`src/design/rrsp_pkg.sv`:
```
// Package for the round-robin server picker: sizes, operation and status codes,
// and the command and status structs that join the sequencer and the datapath.
// No dependencies.
package rrsp_pkg;

   // Table capacity and id space.
   localparam int MAX_SERVERS = 16;
   localparam int NUM_IDS     = 32;

   // Derived widths.
   localparam int ID_W     = $clog2(NUM_IDS);
   localparam int CNT_W    = $clog2(MAX_SERVERS + 1);
   localparam int IDX_W    = (MAX_SERVERS > 1) ? $clog2(MAX_SERVERS) : 1;
   localparam int MODE_W   = 2;
   localparam int STATUS_W = 2;

   // Operation codes.
   localparam logic [MODE_W-1:0] MODE_ADD    = 2'd0;
   localparam logic [MODE_W-1:0] MODE_DELETE = 2'd1;
   localparam logic [MODE_W-1:0] MODE_PICK   = 2'd2;

   // Result status codes.
   localparam logic [STATUS_W-1:0] STATUS_OK      = 2'd0;
   localparam logic [STATUS_W-1:0] STATUS_FULL    = 2'd1;
   localparam logic [STATUS_W-1:0] STATUS_MISSING = 2'd2;
   localparam logic [STATUS_W-1:0] STATUS_NONE    = 2'd3;

   // Commands from the sequencer to the datapath.
   typedef struct packed {
      logic                capture;     // latch request, set up the walk pointer
      logic                add_write;   // append the id at the end of the table
      logic                scan_next;   // delete scan: step to the next entry
      logic                pick_next;   // pick walk: step with wrap, count a try
      logic                goto_last;   // remember the hit slot, read the last entry
      logic                move_last;   // last entry into hit slot, shrink, clamp index
      logic                set_index;   // rotating index follows the walk pointer
      logic                set_result;  // record the result of this request
      logic [STATUS_W-1:0] res_status;
      logic                res_valid;
      logic                out_load;    // move the recorded result to the output
   } cmd_type;

   // Status from the datapath to the sequencer.
   typedef struct packed {
      logic [MODE_W-1:0] mode;
      logic              count_zero;
      logic              count_full;
      logic              entry_match;
      logic              entry_writable;
      logic              last_entry;
      logic              last_try;
      logic              out_free;
   } stat_type;

endpackage

```
`src/design/rrsp_req_if.sv`:
```
// Request channel of the round-robin server picker: valid/ready handshake
// with the operation payload. Depends on rrsp_pkg.
interface rrsp_req_if;
   logic                          valid;
   logic                          ready;
   logic [rrsp_pkg::MODE_W-1:0]   mode;
   logic [rrsp_pkg::ID_W-1:0]     server_id;
   logic [rrsp_pkg::NUM_IDS-1:0]  writable_mask;

   modport source (output valid, output mode, output server_id, output writable_mask,
                   input ready);
   modport sink   (input valid, input mode, input server_id, input writable_mask,
                   output ready);
endinterface

// Response channel: valid/ready handshake with the result payload.
interface rrsp_rsp_if;
   logic                            valid;
   logic                            ready;
   logic [rrsp_pkg::STATUS_W-1:0]   status;
   logic                            chosen_valid;
   logic [rrsp_pkg::ID_W-1:0]       chosen_id;
   logic [rrsp_pkg::CNT_W-1:0]      server_count;

   modport source (output valid, output status, output chosen_valid, output chosen_id,
                   output server_count, input ready);
   modport sink   (input valid, input status, input chosen_valid, input chosen_id,
                   input server_count, output ready);
endinterface

```
`src/design/rrsp_datapath.sv`:
```
// Datapath of the round-robin server picker: server table memory, count,
// rotating index, walk pointer and the response register. Depends on rrsp_pkg.
module rrsp_datapath (
   input  logic                            clock,
   input  logic                            reset,
   input  rrsp_pkg::cmd_type               cmd,
   output rrsp_pkg::stat_type              stat,
   input  logic [rrsp_pkg::MODE_W-1:0]     req_mode,
   input  logic [rrsp_pkg::ID_W-1:0]       req_server_id,
   input  logic [rrsp_pkg::NUM_IDS-1:0]    req_writable_mask,
   input  logic                            rsp_ready,
   output logic                            rsp_valid,
   output logic [rrsp_pkg::STATUS_W-1:0]   rsp_status,
   output logic                            rsp_chosen_valid,
   output logic [rrsp_pkg::ID_W-1:0]       rsp_chosen_id,
   output logic [rrsp_pkg::CNT_W-1:0]      rsp_server_count
);

   localparam int CNT_W = rrsp_pkg::CNT_W;
   localparam int IDX_W = rrsp_pkg::IDX_W;
   localparam int ID_W  = rrsp_pkg::ID_W;

   // Server table, one write and one registered read per cycle.
   logic [ID_W-1:0] table_mem [rrsp_pkg::MAX_SERVERS];
   logic [ID_W-1:0] entry_ff;

   // Latched request.
   logic [rrsp_pkg::MODE_W-1:0]  mode_ff;
   logic [ID_W-1:0]              id_ff;
   logic [rrsp_pkg::NUM_IDS-1:0] mask_ff;

   // Control state.
   logic [CNT_W-1:0] count_ff, count_in;
   logic [CNT_W-1:0] index_ff, index_in;
   logic [IDX_W-1:0] ptr_ff, ptr_in;
   logic [IDX_W-1:0] slot_ff;
   logic [CNT_W-1:0] tries_ff, tries_in;

   // Recorded result and output register.
   logic [rrsp_pkg::STATUS_W-1:0] pend_status_ff;
   logic                          pend_valid_ff;
   logic [ID_W-1:0]               pend_chosen_ff;
   logic                          rsp_valid_ff, rsp_valid_in;
   logic [rrsp_pkg::STATUS_W-1:0] rsp_status_ff;
   logic                          rsp_chosen_valid_ff;
   logic [ID_W-1:0]               rsp_chosen_id_ff;
   logic [CNT_W-1:0]              rsp_count_ff;

   logic [CNT_W-1:0] ptr_plus;
   logic [CNT_W-1:0] count_minus;

   assign ptr_plus    = CNT_W'(ptr_ff) + CNT_W'(1);
   assign count_minus = count_ff - CNT_W'(1);

   // Walk pointer: it is also the read address, so the registered entry
   // always shows the table slot that the pointer holds.
   always_comb begin
      ptr_in = ptr_ff;
      if (cmd.capture) begin
         if (req_mode == rrsp_pkg::MODE_PICK && index_ff < count_ff) begin
            ptr_in = index_ff[IDX_W-1:0];
         end else begin
            ptr_in = '0;
         end
      end else if (cmd.scan_next) begin
         ptr_in = ptr_plus[IDX_W-1:0];
      end else if (cmd.pick_next) begin
         ptr_in = (ptr_plus >= count_ff) ? '0 : ptr_plus[IDX_W-1:0];
      end else if (cmd.goto_last) begin
         ptr_in = count_minus[IDX_W-1:0];
      end
   end

   // Entry count.
   always_comb begin
      count_in = count_ff;
      if (cmd.add_write) begin
         count_in = count_ff + CNT_W'(1);
      end else if (cmd.move_last) begin
         count_in = count_minus;
      end
   end

   // Rotating index: follows a pick, and is clamped after a delete.
   always_comb begin
      index_in = index_ff;
      if (cmd.set_index) begin
         index_in = ptr_plus;
      end else if (cmd.move_last) begin
         if (count_minus == '0) begin
            index_in = '0;
         end else if (index_ff >= count_minus) begin
            index_in = count_minus - CNT_W'(1);
         end
      end
   end

   // Try counter of the pick walk.
   always_comb begin
      tries_in = tries_ff;
      if (cmd.capture) begin
         tries_in = '0;
      end else if (cmd.pick_next) begin
         tries_in = tries_ff + CNT_W'(1);
      end
   end

   // Response valid: set on load, cleared when taken.
   always_comb begin
      rsp_valid_in = rsp_valid_ff;
      if (cmd.out_load) begin
         rsp_valid_in = 1'b1;
      end else if (rsp_ready) begin
         rsp_valid_in = 1'b0;
      end
   end

   // Control registers.
   always_ff @(posedge clock) begin
      if (reset) begin
         count_ff     <= '0;
         index_ff     <= '0;
         ptr_ff       <= '0;
         tries_ff     <= '0;
         rsp_valid_ff <= 1'b0;
      end else begin
         count_ff     <= count_in;
         index_ff     <= index_in;
         ptr_ff       <= ptr_in;
         tries_ff     <= tries_in;
         rsp_valid_ff <= rsp_valid_in;
      end
   end

   // Table memory.
   always_ff @(posedge clock) begin
      if (cmd.add_write) begin
         table_mem[count_ff[IDX_W-1:0]] <= id_ff;
      end else if (cmd.move_last) begin
         table_mem[slot_ff] <= entry_ff;
      end
      entry_ff <= table_mem[ptr_in];
   end

   // Payload registers.
   always_ff @(posedge clock) begin
      if (cmd.capture) begin
         mode_ff <= req_mode;
         id_ff   <= req_server_id;
         mask_ff <= req_writable_mask;
      end
      if (cmd.goto_last) begin
         slot_ff <= ptr_ff;
      end
      if (cmd.set_result) begin
         pend_status_ff <= cmd.res_status;
         pend_valid_ff  <= cmd.res_valid;
         pend_chosen_ff <= cmd.res_valid ? entry_ff : '0;
      end
      if (cmd.out_load) begin
         rsp_status_ff       <= pend_status_ff;
         rsp_chosen_valid_ff <= pend_valid_ff;
         rsp_chosen_id_ff    <= pend_chosen_ff;
         rsp_count_ff        <= count_ff;
      end
   end

   // Status to the sequencer.
   always_comb begin
      stat.mode           = mode_ff;
      stat.count_zero     = (count_ff == '0);
      stat.count_full     = (count_ff >= CNT_W'(rrsp_pkg::MAX_SERVERS));
      stat.entry_match    = (entry_ff == id_ff);
      stat.entry_writable = mask_ff[entry_ff];
      stat.last_entry     = (ptr_plus >= count_ff);
      stat.last_try       = (tries_ff + CNT_W'(1) >= count_ff);
      stat.out_free       = !rsp_valid_ff || rsp_ready;
   end

   assign rsp_valid        = rsp_valid_ff;
   assign rsp_status       = rsp_status_ff;
   assign rsp_chosen_valid = rsp_chosen_valid_ff;
   assign rsp_chosen_id    = rsp_chosen_id_ff;
   assign rsp_server_count = rsp_count_ff;

endmodule

```
`src/design/rrsp_control.sv`:
```
// Sequencer of the round-robin server picker: steps each request through
// its table walk and issues commands to rrsp_datapath. Depends on rrsp_pkg.
module rrsp_control (
   input  logic               clock,
   input  logic               reset,
   input  logic               req_valid,
   output logic               req_ready,
   input  rrsp_pkg::stat_type stat,
   output rrsp_pkg::cmd_type  cmd
);

   localparam logic [2:0] ST_IDLE     = 3'd0;
   localparam logic [2:0] ST_DISPATCH = 3'd1;
   localparam logic [2:0] ST_DEL_SCAN = 3'd2;
   localparam logic [2:0] ST_DEL_MOVE = 3'd3;
   localparam logic [2:0] ST_PICK     = 3'd4;
   localparam logic [2:0] ST_OUT      = 3'd5;

   logic [2:0] state_ff, state_in;

   assign req_ready = (state_ff == ST_IDLE);

   // Next state and commands.
   always_comb begin
      state_in = state_ff;
      cmd      = '0;
      case (state_ff)
         ST_IDLE: begin
            if (req_valid) begin
               cmd.capture = 1'b1;
               state_in    = ST_DISPATCH;
            end
         end
         ST_DISPATCH: begin
            cmd.set_result = 1'b1;
            cmd.res_status = rrsp_pkg::STATUS_OK;
            state_in       = ST_OUT;
            case (stat.mode)
               rrsp_pkg::MODE_ADD: begin
                  if (stat.count_full) begin
                     cmd.res_status = rrsp_pkg::STATUS_FULL;
                  end else begin
                     cmd.add_write = 1'b1;
                  end
               end
               rrsp_pkg::MODE_DELETE: begin
                  if (stat.count_zero) begin
                     cmd.res_status = rrsp_pkg::STATUS_MISSING;
                  end else begin
                     cmd.set_result = 1'b0;
                     state_in       = ST_DEL_SCAN;
                  end
               end
               rrsp_pkg::MODE_PICK: begin
                  if (stat.count_zero) begin
                     cmd.res_status = rrsp_pkg::STATUS_NONE;
                  end else begin
                     cmd.set_result = 1'b0;
                     state_in       = ST_PICK;
                  end
               end
               default: begin
                  // Unused operation: report an ok status with the current count only.
               end
            endcase
         end
         ST_DEL_SCAN: begin
            if (stat.entry_match) begin
               cmd.goto_last = 1'b1;
               state_in      = ST_DEL_MOVE;
            end else if (stat.last_entry) begin
               cmd.set_result = 1'b1;
               cmd.res_status = rrsp_pkg::STATUS_MISSING;
               state_in       = ST_OUT;
            end else begin
               cmd.scan_next = 1'b1;
            end
         end
         ST_DEL_MOVE: begin
            cmd.move_last  = 1'b1;
            cmd.set_result = 1'b1;
            cmd.res_status = rrsp_pkg::STATUS_OK;
            state_in       = ST_OUT;
         end
         ST_PICK: begin
            // Every try moves the rotating index past the tried slot.
            cmd.set_index = 1'b1;
            if (stat.entry_writable) begin
               cmd.set_result = 1'b1;
               cmd.res_status = rrsp_pkg::STATUS_OK;
               cmd.res_valid  = 1'b1;
               state_in       = ST_OUT;
            end else if (stat.last_try) begin
               cmd.set_result = 1'b1;
               cmd.res_status = rrsp_pkg::STATUS_NONE;
               state_in       = ST_OUT;
            end else begin
               cmd.pick_next = 1'b1;
            end
         end
         ST_OUT: begin
            if (stat.out_free) begin
               cmd.out_load = 1'b1;
               state_in     = ST_IDLE;
            end
         end
         default: begin
            state_in = ST_IDLE;
         end
      endcase
   end

   always_ff @(posedge clock) begin
      if (reset) begin
         state_ff <= ST_IDLE;
      end else begin
         state_ff <= state_in;
      end
   end

endmodule

```
`src/design/round_robin_server_picker_core.sv`:
```
// Round-robin server picker. Holds up to MAX_SERVERS server ids in a small
// table and serves add, delete and pick requests one at a time. A delete
// scans the table from slot zero until it finds the id, and a miss walks the
// whole table; a pick tries at most entry count slots from the rotating index.
// The single-ported table is walked one entry per cycle. The finished
// response sits in an output register; the next request is taken once that
// register has been loaded, even if the response is still waiting.
module round_robin_server_picker_core (
   input logic        clock,
   input logic        reset,
   rrsp_req_if.sink   req_chan,
   rrsp_rsp_if.source rsp_chan
);

   rrsp_pkg::cmd_type  cmd;
   rrsp_pkg::stat_type stat;

   // Request sequencer.
   rrsp_control u_control (
      .clock     (clock),
      .reset     (reset),
      .req_valid (req_chan.valid),
      .req_ready (req_chan.ready),
      .stat      (stat),
      .cmd       (cmd)
   );

   // Table, pointers and response register.
   rrsp_datapath u_datapath (
      .clock             (clock),
      .reset             (reset),
      .cmd               (cmd),
      .stat              (stat),
      .req_mode          (req_chan.mode),
      .req_server_id     (req_chan.server_id),
      .req_writable_mask (req_chan.writable_mask),
      .rsp_ready         (rsp_chan.ready),
      .rsp_valid         (rsp_chan.valid),
      .rsp_status        (rsp_chan.status),
      .rsp_chosen_valid  (rsp_chan.chosen_valid),
      .rsp_chosen_id     (rsp_chan.chosen_id),
      .rsp_server_count  (rsp_chan.server_count)
   );

endmodule

```
`src/flat_wrapper.sv`:
```
// flat-port wrapper written by rule: the top's interface ports become plain ports
module round_robin_server_picker_core_flat 
  (clock, reset, req_chan_valid, req_chan_mode, req_chan_server_id, req_chan_writable_mask, req_chan_ready, rsp_chan_valid, rsp_chan_status, rsp_chan_chosen_valid, rsp_chan_chosen_id, rsp_chan_server_count, rsp_chan_ready);
  rrsp_req_if req_chan_i ();
  rrsp_rsp_if rsp_chan_i ();
  input logic clock;
  input logic reset;
  input wire logic [$bits(req_chan_i.valid)-1:0] req_chan_valid;
  input wire logic [$bits(req_chan_i.mode)-1:0] req_chan_mode;
  input wire logic [$bits(req_chan_i.server_id)-1:0] req_chan_server_id;
  input wire logic [$bits(req_chan_i.writable_mask)-1:0] req_chan_writable_mask;
  output wire logic [$bits(req_chan_i.ready)-1:0] req_chan_ready;
  output wire logic [$bits(rsp_chan_i.valid)-1:0] rsp_chan_valid;
  output wire logic [$bits(rsp_chan_i.status)-1:0] rsp_chan_status;
  output wire logic [$bits(rsp_chan_i.chosen_valid)-1:0] rsp_chan_chosen_valid;
  output wire logic [$bits(rsp_chan_i.chosen_id)-1:0] rsp_chan_chosen_id;
  output wire logic [$bits(rsp_chan_i.server_count)-1:0] rsp_chan_server_count;
  input wire logic [$bits(rsp_chan_i.ready)-1:0] rsp_chan_ready;
  assign req_chan_i.valid = req_chan_valid;
  assign req_chan_i.mode = req_chan_mode;
  assign req_chan_i.server_id = req_chan_server_id;
  assign req_chan_i.writable_mask = req_chan_writable_mask;
  assign req_chan_ready = req_chan_i.ready;
  assign rsp_chan_valid = rsp_chan_i.valid;
  assign rsp_chan_status = rsp_chan_i.status;
  assign rsp_chan_chosen_valid = rsp_chan_i.chosen_valid;
  assign rsp_chan_chosen_id = rsp_chan_i.chosen_id;
  assign rsp_chan_server_count = rsp_chan_i.server_count;
  assign rsp_chan_i.ready = rsp_chan_ready;
  round_robin_server_picker_core u_core (.clock(clock), .reset(reset), .req_chan(req_chan_i), .rsp_chan(rsp_chan_i));
endmodule
```
`config.mk`:
```
export PLATFORM = sky130hd
export DESIGN_NAME = round_robin_server_picker_core_flat
export DESIGN_NICKNAME = d
export VERILOG_FILES = /design/src/design/rrsp_pkg.sv /design/src/design/rrsp_req_if.sv /design/src/design/rrsp_datapath.sv /design/src/design/rrsp_control.sv /design/src/design/round_robin_server_picker_core.sv /design/src/flat_wrapper.sv
export SDC_FILE = /design/constraint.sdc
export NUM_CORES = 1
export LEC_CHECK = 0
export ABC_AREA = 1
export BUFFER_PORTS_ARGS = -buffer_cell sky130_fd_sc_hd__buf_4
export CORE_MARGIN = 1
export CORE_UTILIZATION = 47
export DETAILED_ROUTE_END_ITERATION = 16
export SLEW_MARGIN = 10
export SYNTH_ARGS = -nofsm -noshare
export SYNTH_HDL_FRONTEND = slang
export SYNTH_SLANG_ARGS = --single-unit
```
`constraint.sdc`:
```
create_clock -name clock -period 4.8 [get_ports clock]
set_input_delay 0.48 -clock clock [delete_from_list [all_inputs] [get_ports clock]]
set_output_delay 0.48 -clock clock [all_outputs]
set_load 0.01 [all_outputs]
```
==> results of run 1 <==
==> critical path: stages (launching register included) <==
cell	delay, ns
dfxtp_1	0.45
ha_1	0.22
xor2_1	0.31
ha_1	0.33
a21oi_1	0.17
o21a_1	0.12
and3_1	0.35
nand2_2	0.19
nand2_8	0.15
nand3_2	0.07
nand3_1	0.09
nand2_1	0.07
buf_4	0.21
inv_1	0.48
nand3_1	0.18
nand3_1	0.12
nand3_1	0.10
nand2_1	0.09
==> final timing paths <==
kind / startpoint / depth (start not counted) / slack [ns] / endpoint
setup / recovery: u_core.u_datapath.ptr_ff[0] / 17 / 1.04 / u_core.u_datapath.entry_ff[4]
hold / removal: req_chan_writable_mask[29] / 1 / 0.22 / u_core.u_datapath.mask_ff[29]
setup reg to reg: u_core.u_datapath.ptr_ff[0] / 17 / 1.04 / u_core.u_datapath.entry_ff[4]
hold reg to reg: u_core.u_datapath.pend_chosen_ff[0] / 0 / 0.42 / u_core.u_datapath.rsp_chosen_id[0]
==> power groups by stage <==
| stage | combinational [W] | clock (W) | sequential (W) |
|---|---|---|---|
| 6_report | 0.00116 | 0.00146 | 0.00195 |
| 5_1_grt | 0.00130 | 0.00153 | 0.00197 |
| 4_1_cts | 0.00116 | 0.00148 | 0.00195 |
| 3_5_place_dp | 0.00115 | 0 | 0.00198 |
| 3_3_place_gp | 0.00113 | 0 | 0.00198 |
| 2_1_floorplan | 0.000902 | 0 | 0.00192 |
==> Yosys cell counts (all sizes together), types with 2 or more instances <==
cell type	instances	area, sq um
and3	2	12.51
a221oi	3	26.28
nand3	140	705.7
a211oi	4	30.03
nor2	58	220.2
ha	32	400.4
xnor2	10	87.58
xor2	7	61.31
nor3	2	10.01
o21a	4	30.03
buf	18	137.6
nand4	7	43.79
o21ai	30	153.9
dfxtp	28	560.5
clkbuf	6	22.52
nand2	183	730.7
inv	109	411.7
o211ai	2	15.01
a31oi	4	25.02
edfxtp	144	4324
a21oi	15	78.83
==> routing by layer <==
| metal | up-vias | wire length [um] | GRT usage |
|---|---|---|---|
| met4 | 0 | 440 | 0.08207 |
| met3 | 34 | 916 | 0.04414 |
| met2 | 180 | 9275 | 0.3748 |
| met1 | 2834 | 8309 | 0.2781 |
| met5 | - | 0 | 0 |
| li1 | 2884 | - | - |
==> logic make-up after synthesis <==
kind of cell | count (synthesis) | share of synthesized area
buf+inv | 134 | 0.07058
fa+ha+maj | 32 | 0.04910
compound gates | 66 | 0.04772
flops | 172 | 0.5990
xor+xnor | 17 | 0.01826
simple gates | 395 | 0.2153
==> through the flow <==
step | total power [W] | cell area [sq um] | std cells | setup WS (ns) | hold WS [ns]
after floorplan | 0.002822 | 8154 | 816 | 1.101 | 0.4003
after global placement | 0.003105 | 8772 | 1078 | 1.345 | 0.4017
after detailed placement | 0.003130 | 8772 | 1078 | 1.127 | 0.4045
after CTS | 0.004583 | 9398 | 1110 | 1.094 | 0.2103
after global routing | 0.004803 | 9398 | 1110 | 0.7994 | 0.2069
final | 0.004567 | 9398 | 1110 | 1.044 | 0.2228
==> cell type report <==
class	count	share of cell area
Inverter	110	0.04420
Clock inverter	14	0.02090
Sequential cell	172	0.5198
Tap cell	220	0.02929
Clock buffer	18	0.04567
Multi-Input combinational cell	510	0.2874
Timing Repair Buffer	66	0.05272
==> registers in the layout (all words and copies together) (netlist names) <==
signal	count
u_core.u_datapath.table_mem	80
u_core.u_datapath.mask_ff	32
u_core.u_datapath.count_ff	5
u_core.u_datapath.entry_ff	5
u_core.u_datapath.id_ff	5
u_core.u_datapath.index_ff	5
u_core.u_datapath.pend_chosen_ff	5
u_core.u_datapath.rsp_chosen_id	5
u_core.u_datapath.rsp_server_count	5
u_core.u_datapath.tries_ff	5
u_core.u_datapath.ptr_ff	4
u_core.u_datapath.slot_ff	4
u_core.u_control.state_ff	3
u_core.u_datapath.mode_ff	2
u_core.u_datapath.pend_status_ff	2
u_core.u_datapath.rsp_status	2
u_core.u_datapath.pend_valid_ff	1
u_core.u_datapath.rsp_chosen_valid	1
u_core.u_datapath.rsp_valid	1
==> reports/summary.txt, run 1 <==
drt initial violations -> 402
I/O Buffers -> 57
skew final -> 0.01002 ns
maximum vdd drop -> 271.2 uV
vias in the first global route -> 5965
Synth cell types -> 41
Post-synth EDFFs -> 144
CP max FO -> 22
sequential share of the synthesized area -> 0.5990
Util after Layout -> 0.5607
Initial Util -> 0.4865
CP Capture Type -> flop
Tot GR Track Use -> 0.2207
Period Utilization, post-route -> 0.7825
Ant. Diodes -> 0
share of power burned in registers -> 0.427
asr flop ratio synth -> 0
Mapped Area -> 8154 sq um
Worst-Skew Late Latency -> 0.43 ns
Placer Congestion -> 0.9234
drt pass-1 iters -> 5
most common cell after layout, fill and taps aside -> nand2_1
maximum operating frequency -> 0.2662 GHz
unrepaired setup endpoints after global routing -> no
Root Driver -> clkbuf_16
internal power component -> 0.003035 W
max cap viols -> 0
Vert. Die Dim -> 133.7 um
Multi-input gate area -> 2701 sq um
Net Sw Frac -> 0.3354
Logic pwr share -> 0.255
Rows -> 47
Slew HR -> 0.1761
FF/Latch Area -> 4885 sq um
Antenna Violating Nets Remaining -> 0
CTS buffer count -> 17
worst endpoint required time -> 5.17 ns
PostCTS Resize Cnt -> 0
leading cell types in the layout, fill and taps excluded -> 177 x nand2_1, 144 x edfxtp_1, 139 x nand3_1
CP arrival -> 4.13 ns
total congestion overflow -> 0
worst slew pin tran -> 1.231 ns
Period minus WS final -> 3.756 ns
die width -> 133.7 um
# fillers -> 1459
Die Area -> 17880 sq um
clock tree sinks -> 172
Slew Viols, Final -> 0
Clk network pwr share -> 0.319
DRT Wirelength -> 18.94 mm
global-route wire length before repair -> 29.98 mm
syn_area_per_cell -> 9.993 sq um
area added between synthesis and finish -> 15.25%
setup bufs post-CTS -> 0
hold buffer count at CTS -> 0
status -> completed
type of origin of the critical path -> flop
Fin. Hold Viols -> 0
worst hold path type -> input port to flop
core region area -> 16760 sq um
initial antenna violation count -> 0
clock slew at reported path FFs -> 0.07 ns
vias per cell -> 5.344
I/O pin cnt -> 58
htree depth -> 4
number of synthesized register bits -> 172
nets -> 952
via count -> 5932
Leak Pwr -> 4.003 nW
synth warn -> 0
setup_tns -> 0 ns
predominant post-synthesis flop cell -> edfxtp_1
Sw Pwr -> 0.001532 W
CP Class -> flop to flop
setup violators final -> 0
CTS tree -> built
drt drc -> 0
power per cell area -> 486.0 nW/um^2
Synth Net Count -> 891
WL/cell -> 17.06 um
largest net degree at the start of global routing -> 42
hpwl dp -> 13.21 mm
Cells after Synth -> 816
Max Buffers Root-to-Sink -> 2
share of cells above drive strength 1 -> 0.1371
(Power assumes the default switching activity.)
==> run 2, diff against run 1 <==
ABC_AREA = 0   (was 1)
PLACE_DENSITY = 0.67   (was default)
clock period = 3.45 ns   (was 4.8 ns; I/O delays follow)
==> run 2 against run 1 <==
Power grew 9.2%. Worst hold slack worse by 0.14 ns. Die area down 4.0%. Register-to-register slack lost 0.90 ns. Wire length down 3.2%. Synthesized cell count is 27% lower. First-iteration DRC count fell by 7.2%. Sequential power up 28%. Via count down 11%. Largest cell class unchanged. Largest power group unchanged.
==> reports/summary.txt, run 2 <==
DP Worst Slack -> -0.1267 ns (was 1.127 ns)
post-route insts no fill -> 930 (was 1110)
type of origin of the critical path -> flop (unchanged)
# fillers -> 1290 (was 1459)
setup violators final -> 0 (unchanged)
clock slew at reported path FFs -> 0.07 ns (about the same)
sequential share of the synthesized area -> 0.6242 (was 0.5990)
Vert. Die Dim -> 131.0 um (was 133.7 um)
synth warn -> 0 (unchanged)
CP Capture Type -> flop (unchanged)
placed cells -> 894 (was 1078)
Ant. Diodes -> 0 (unchanged)
Synth cell types -> 61 (was 41)
Worst-Skew Late Latency -> 0.43 ns (about the same)
drt initial violations -> 373 (was 402)
worst hold path type -> input port to flop (unchanged)
largest reg by FF count -> u_core.u_datapath.table_mem (unchanged)
maximum operating frequency -> 0.3029 GHz (was 0.2662 GHz)
share of cells above drive strength 1 -> 0.2143 (was 0.1371)
overall power -> 0.004987 W (was 0.004567 W)
most common cell after layout, fill and taps aside -> edfxtp_1 (was nand2_1)
hpwl dp -> 13.20 mm (was 13.21 mm)
area added between synthesis and finish -> 20.43% (was 15.25%)
drt pass-1 iters -> 5 (unchanged)
drt drc -> 0 (unchanged)
vias per cell -> 5.645 (was 5.344)
Mapped Area -> 7825 sq um (was 8154 sq um)
Rows -> 46 (was 47)
Util after Layout -> 0.5869 (was 0.5607)
I/O Buffers -> 57 (unchanged)
total congestion overflow -> 0 (unchanged)
Antenna Violating Nets Remaining -> 0 (unchanged)
DRT Wirelength -> 18.33 mm (was 18.94 mm)
Setup WS post-layout -> 0.1491 ns (was 1.044 ns)
global-route wire length before repair -> 28.30 mm (was 29.98 mm)
Slew Viols, Final -> 0 (unchanged)
asr flop ratio synth -> 0 (unchanged)
cell taking the most area after synthesis -> edfxtp_1 (unchanged)
top-area cell type share of the netlist area -> 0.5526 (was 0.5303)
status -> completed (unchanged)
Tot GR Track Use -> 0.2309 (was 0.2207)
largest net degree at the start of global routing -> 40 (was 42)
CP Class -> flop to flop (unchanged)
clock tree sinks -> 172 (unchanged)
max FFs per register -> 80 (unchanged)
skew final -> 0.009334 ns (was 0.01002 ns)
Placer Congestion -> 0.8883 (was 0.9234)
Fin. Hold Viols -> 0 (unchanged)
syn_area_per_cell -> 13.13 sq um (was 9.993 sq um)
most frequent cell after synthesis -> edfxtp_1 (was nand2_1)
WL/cell -> 19.71 um (was 17.06 um)
post-route design area -> 9424 sq um (was 9398 sq um)
initial antenna violation count -> 0 (unchanged)
top flop regs -> u_core.u_datapath.table_mem: 80 flops, u_core.u_datapath.mask_ff: 32 flops (unchanged)
I/O pin cnt -> 58 (unchanged)
Synth top cells by count -> 144 x edfxtp_1, 59 x mux2i_1, 49 x nor2_1 (was 177 x nand2_1, 144 x edfxtp_1, 139 x nand3_1)
predominant post-synthesis flop cell -> edfxtp_1 (unchanged)
Post-synth EDFFs -> 144 (unchanged)
placed cell area -> 8746 sq um (was 8772 sq um)
htree depth -> 4 (unchanged)
vias in the first global route -> 5238 (was 5965)
Cells after Synth -> 596 (was 816)
via count -> 5250 (was 5932)
hold path depth -> 1 (unchanged)
CP arrival -> 3.60 ns (was 4.13 ns)
hold buffer count at CTS -> 0 (unchanged)
maximum vdd drop -> 482.3 uV (was 271.2 uV)
CTS tree -> built (unchanged)
max cap viols -> 0 (unchanged)
Root Driver -> clkbuf_16 (unchanged)
Initial Util -> 0.4873 (was 0.4865)
Period minus WS final -> 3.301 ns (was 3.756 ns)
leading cell types in the layout, fill and taps excluded -> 144 x edfxtp_1, 99 x buf_4, 58 x mux2i_1 (was 177 x nand2_1, 144 x edfxtp_1, 139 x nand3_1)
worst endpoint required time -> 3.75 ns (was 5.17 ns)
R2R depth -> 15 (was 17)
CP max FO -> 8 (was 22)
power per cell area -> 529.1 nW/um^2 (was 486.0 nW/um^2)
Max Buffers Root-to-Sink -> 2 (unchanged)
worst slew pin tran -> 0.8050 ns (was 1.231 ns)
Slew HR -> 0.4633 (was 0.1761)
Die Area -> 17170 sq um (was 17880 sq um)
Synth area leaders -> edfxtp_1 55%, mux2i_1 7.5%, dfxtp_1 7.2%, ha_1 5.1%, nor2_1 2.4% (was edfxtp_1 53%, nand3_1 8.5%, nand2_1 8.1%, dfxtp_1 6.9%, ha_1 4.9%)
number of synthesized register bits -> 172 (unchanged)
Synth Net Count -> 671 (was 891)
core region area -> 16060 sq um (was 16760 sq um)
nets -> 776 (was 952)
Leak Pwr -> 3.797 nW (was 4.003 nW)
CTS buffer count -> 17 (unchanged)
die width -> 131.0 um (was 133.7 um)
Period Utilization, post-route -> 0.9568 (was 0.7825)
run 2: cell types whose count changed in the layout (fill, tap and decap cells not counted), sizes merged, moves of 7 or more:
cell    previous run  this run
nand2            183        45
nand3            140        13
inv              117        20
mux2i              0        59
buf               66       103
o22ai              1        21
o21ai             30        16
nand2b             0        11
and2               0         9
nor2              58        49
nor2b              0         7
o32ai              0         7
run 2: report_power, final:
group          internal [W]  switching [W]  total, W
combinational      0.000253       0.000392  0.000645
clock               0.00104       0.000797   0.00184
sequential          0.00245      0.0000586   0.00250
run 2: logic make-up (layout without fill, tap and decap cells):
family	Yosys count	in the layout	share of synthesized area
AO/OA/AOI/OAI	111	111	0.09674
XOR/XNOR	21	21	0.02350
adder cells (fa/ha/maj)	32	32	0.05117
buffers and inverters	34	152	0.02334
flip-flops	172	172	0.6242
multiplexers	59	59	0.07547
AND/OR/NAND/NOR	167	167	0.1055
run 2: worst paths after layout:
path	from	slack [ns]	to
worst max register to register	u_core.u_datapath.tries_ff[1]	0.15	u_core.u_datapath.entry_ff[0]
worst min-delay path	req_chan_writable_mask[2]	0.09	u_core.u_datapath.mask_ff[2]
worst min register to register	u_core.u_datapath.pend_chosen_ff[3]	0.42	u_core.u_datapath.rsp_chosen_id[3]
worst max-delay path	u_core.u_datapath.tries_ff[1]	0.15	u_core.u_datapath.entry_ff[0]
run 2: cell type report:
class	instances	area [sq um]	share of cell area
Clock inverter	11	107.6	0.01142
Multi-Input combinational cell	390	2804	0.2975
Sequential cell	172	4887	0.5186
Inverter	17	63.81	0.006771
Clock buffer	21	460.4	0.04886
Tap cell	216	270.3	0.02868
Timing Repair Buffer	103	830.8	0.08816
run 2: layer usage:
metal	routed length, um	vias to the layer above	global-route usage
met4	405	0	0.09060
met3	796	26	0.05619
li1	-	2470	-
met5	0	-	0
met2	9416	140	0.3925
met1	7714	2614	0.2837
run 2: critical path, cell delays in order (launching register included):
cell and delay, ns:
dfxtp_2 0.36, ha_4 0.14, nand3_1 0.11, xnor2_1 0.15, ha_1 0.33, o211ai_1 0.13
o21ai_2 0.22, nor2_2 0.06, and4_4 0.21, o21ai_2 0.14, buf_4 0.15, o221ai_2 0.12
buf_4 0.19, nand3_1 0.19, o22ai_1 0.13, or4_1 0.53
run 2: timing repair:
action,CTS,global route
hold endpoints to repair,0,0
setup endpoints to repair,5,5
buffers inserted,0,3
gates cloned,1,0
gates resized for setup,2,13
pin swaps,0,2
run 2: stage by stage:
stage	hold WS, ns	TNS, ns
floorplan	0.4003	0
global placement	0.4017	0
detailed placement	0.4045	-0.5360
CTS	0.07069	0
global route	0.05874	-0.04152
finish	0.08638	0
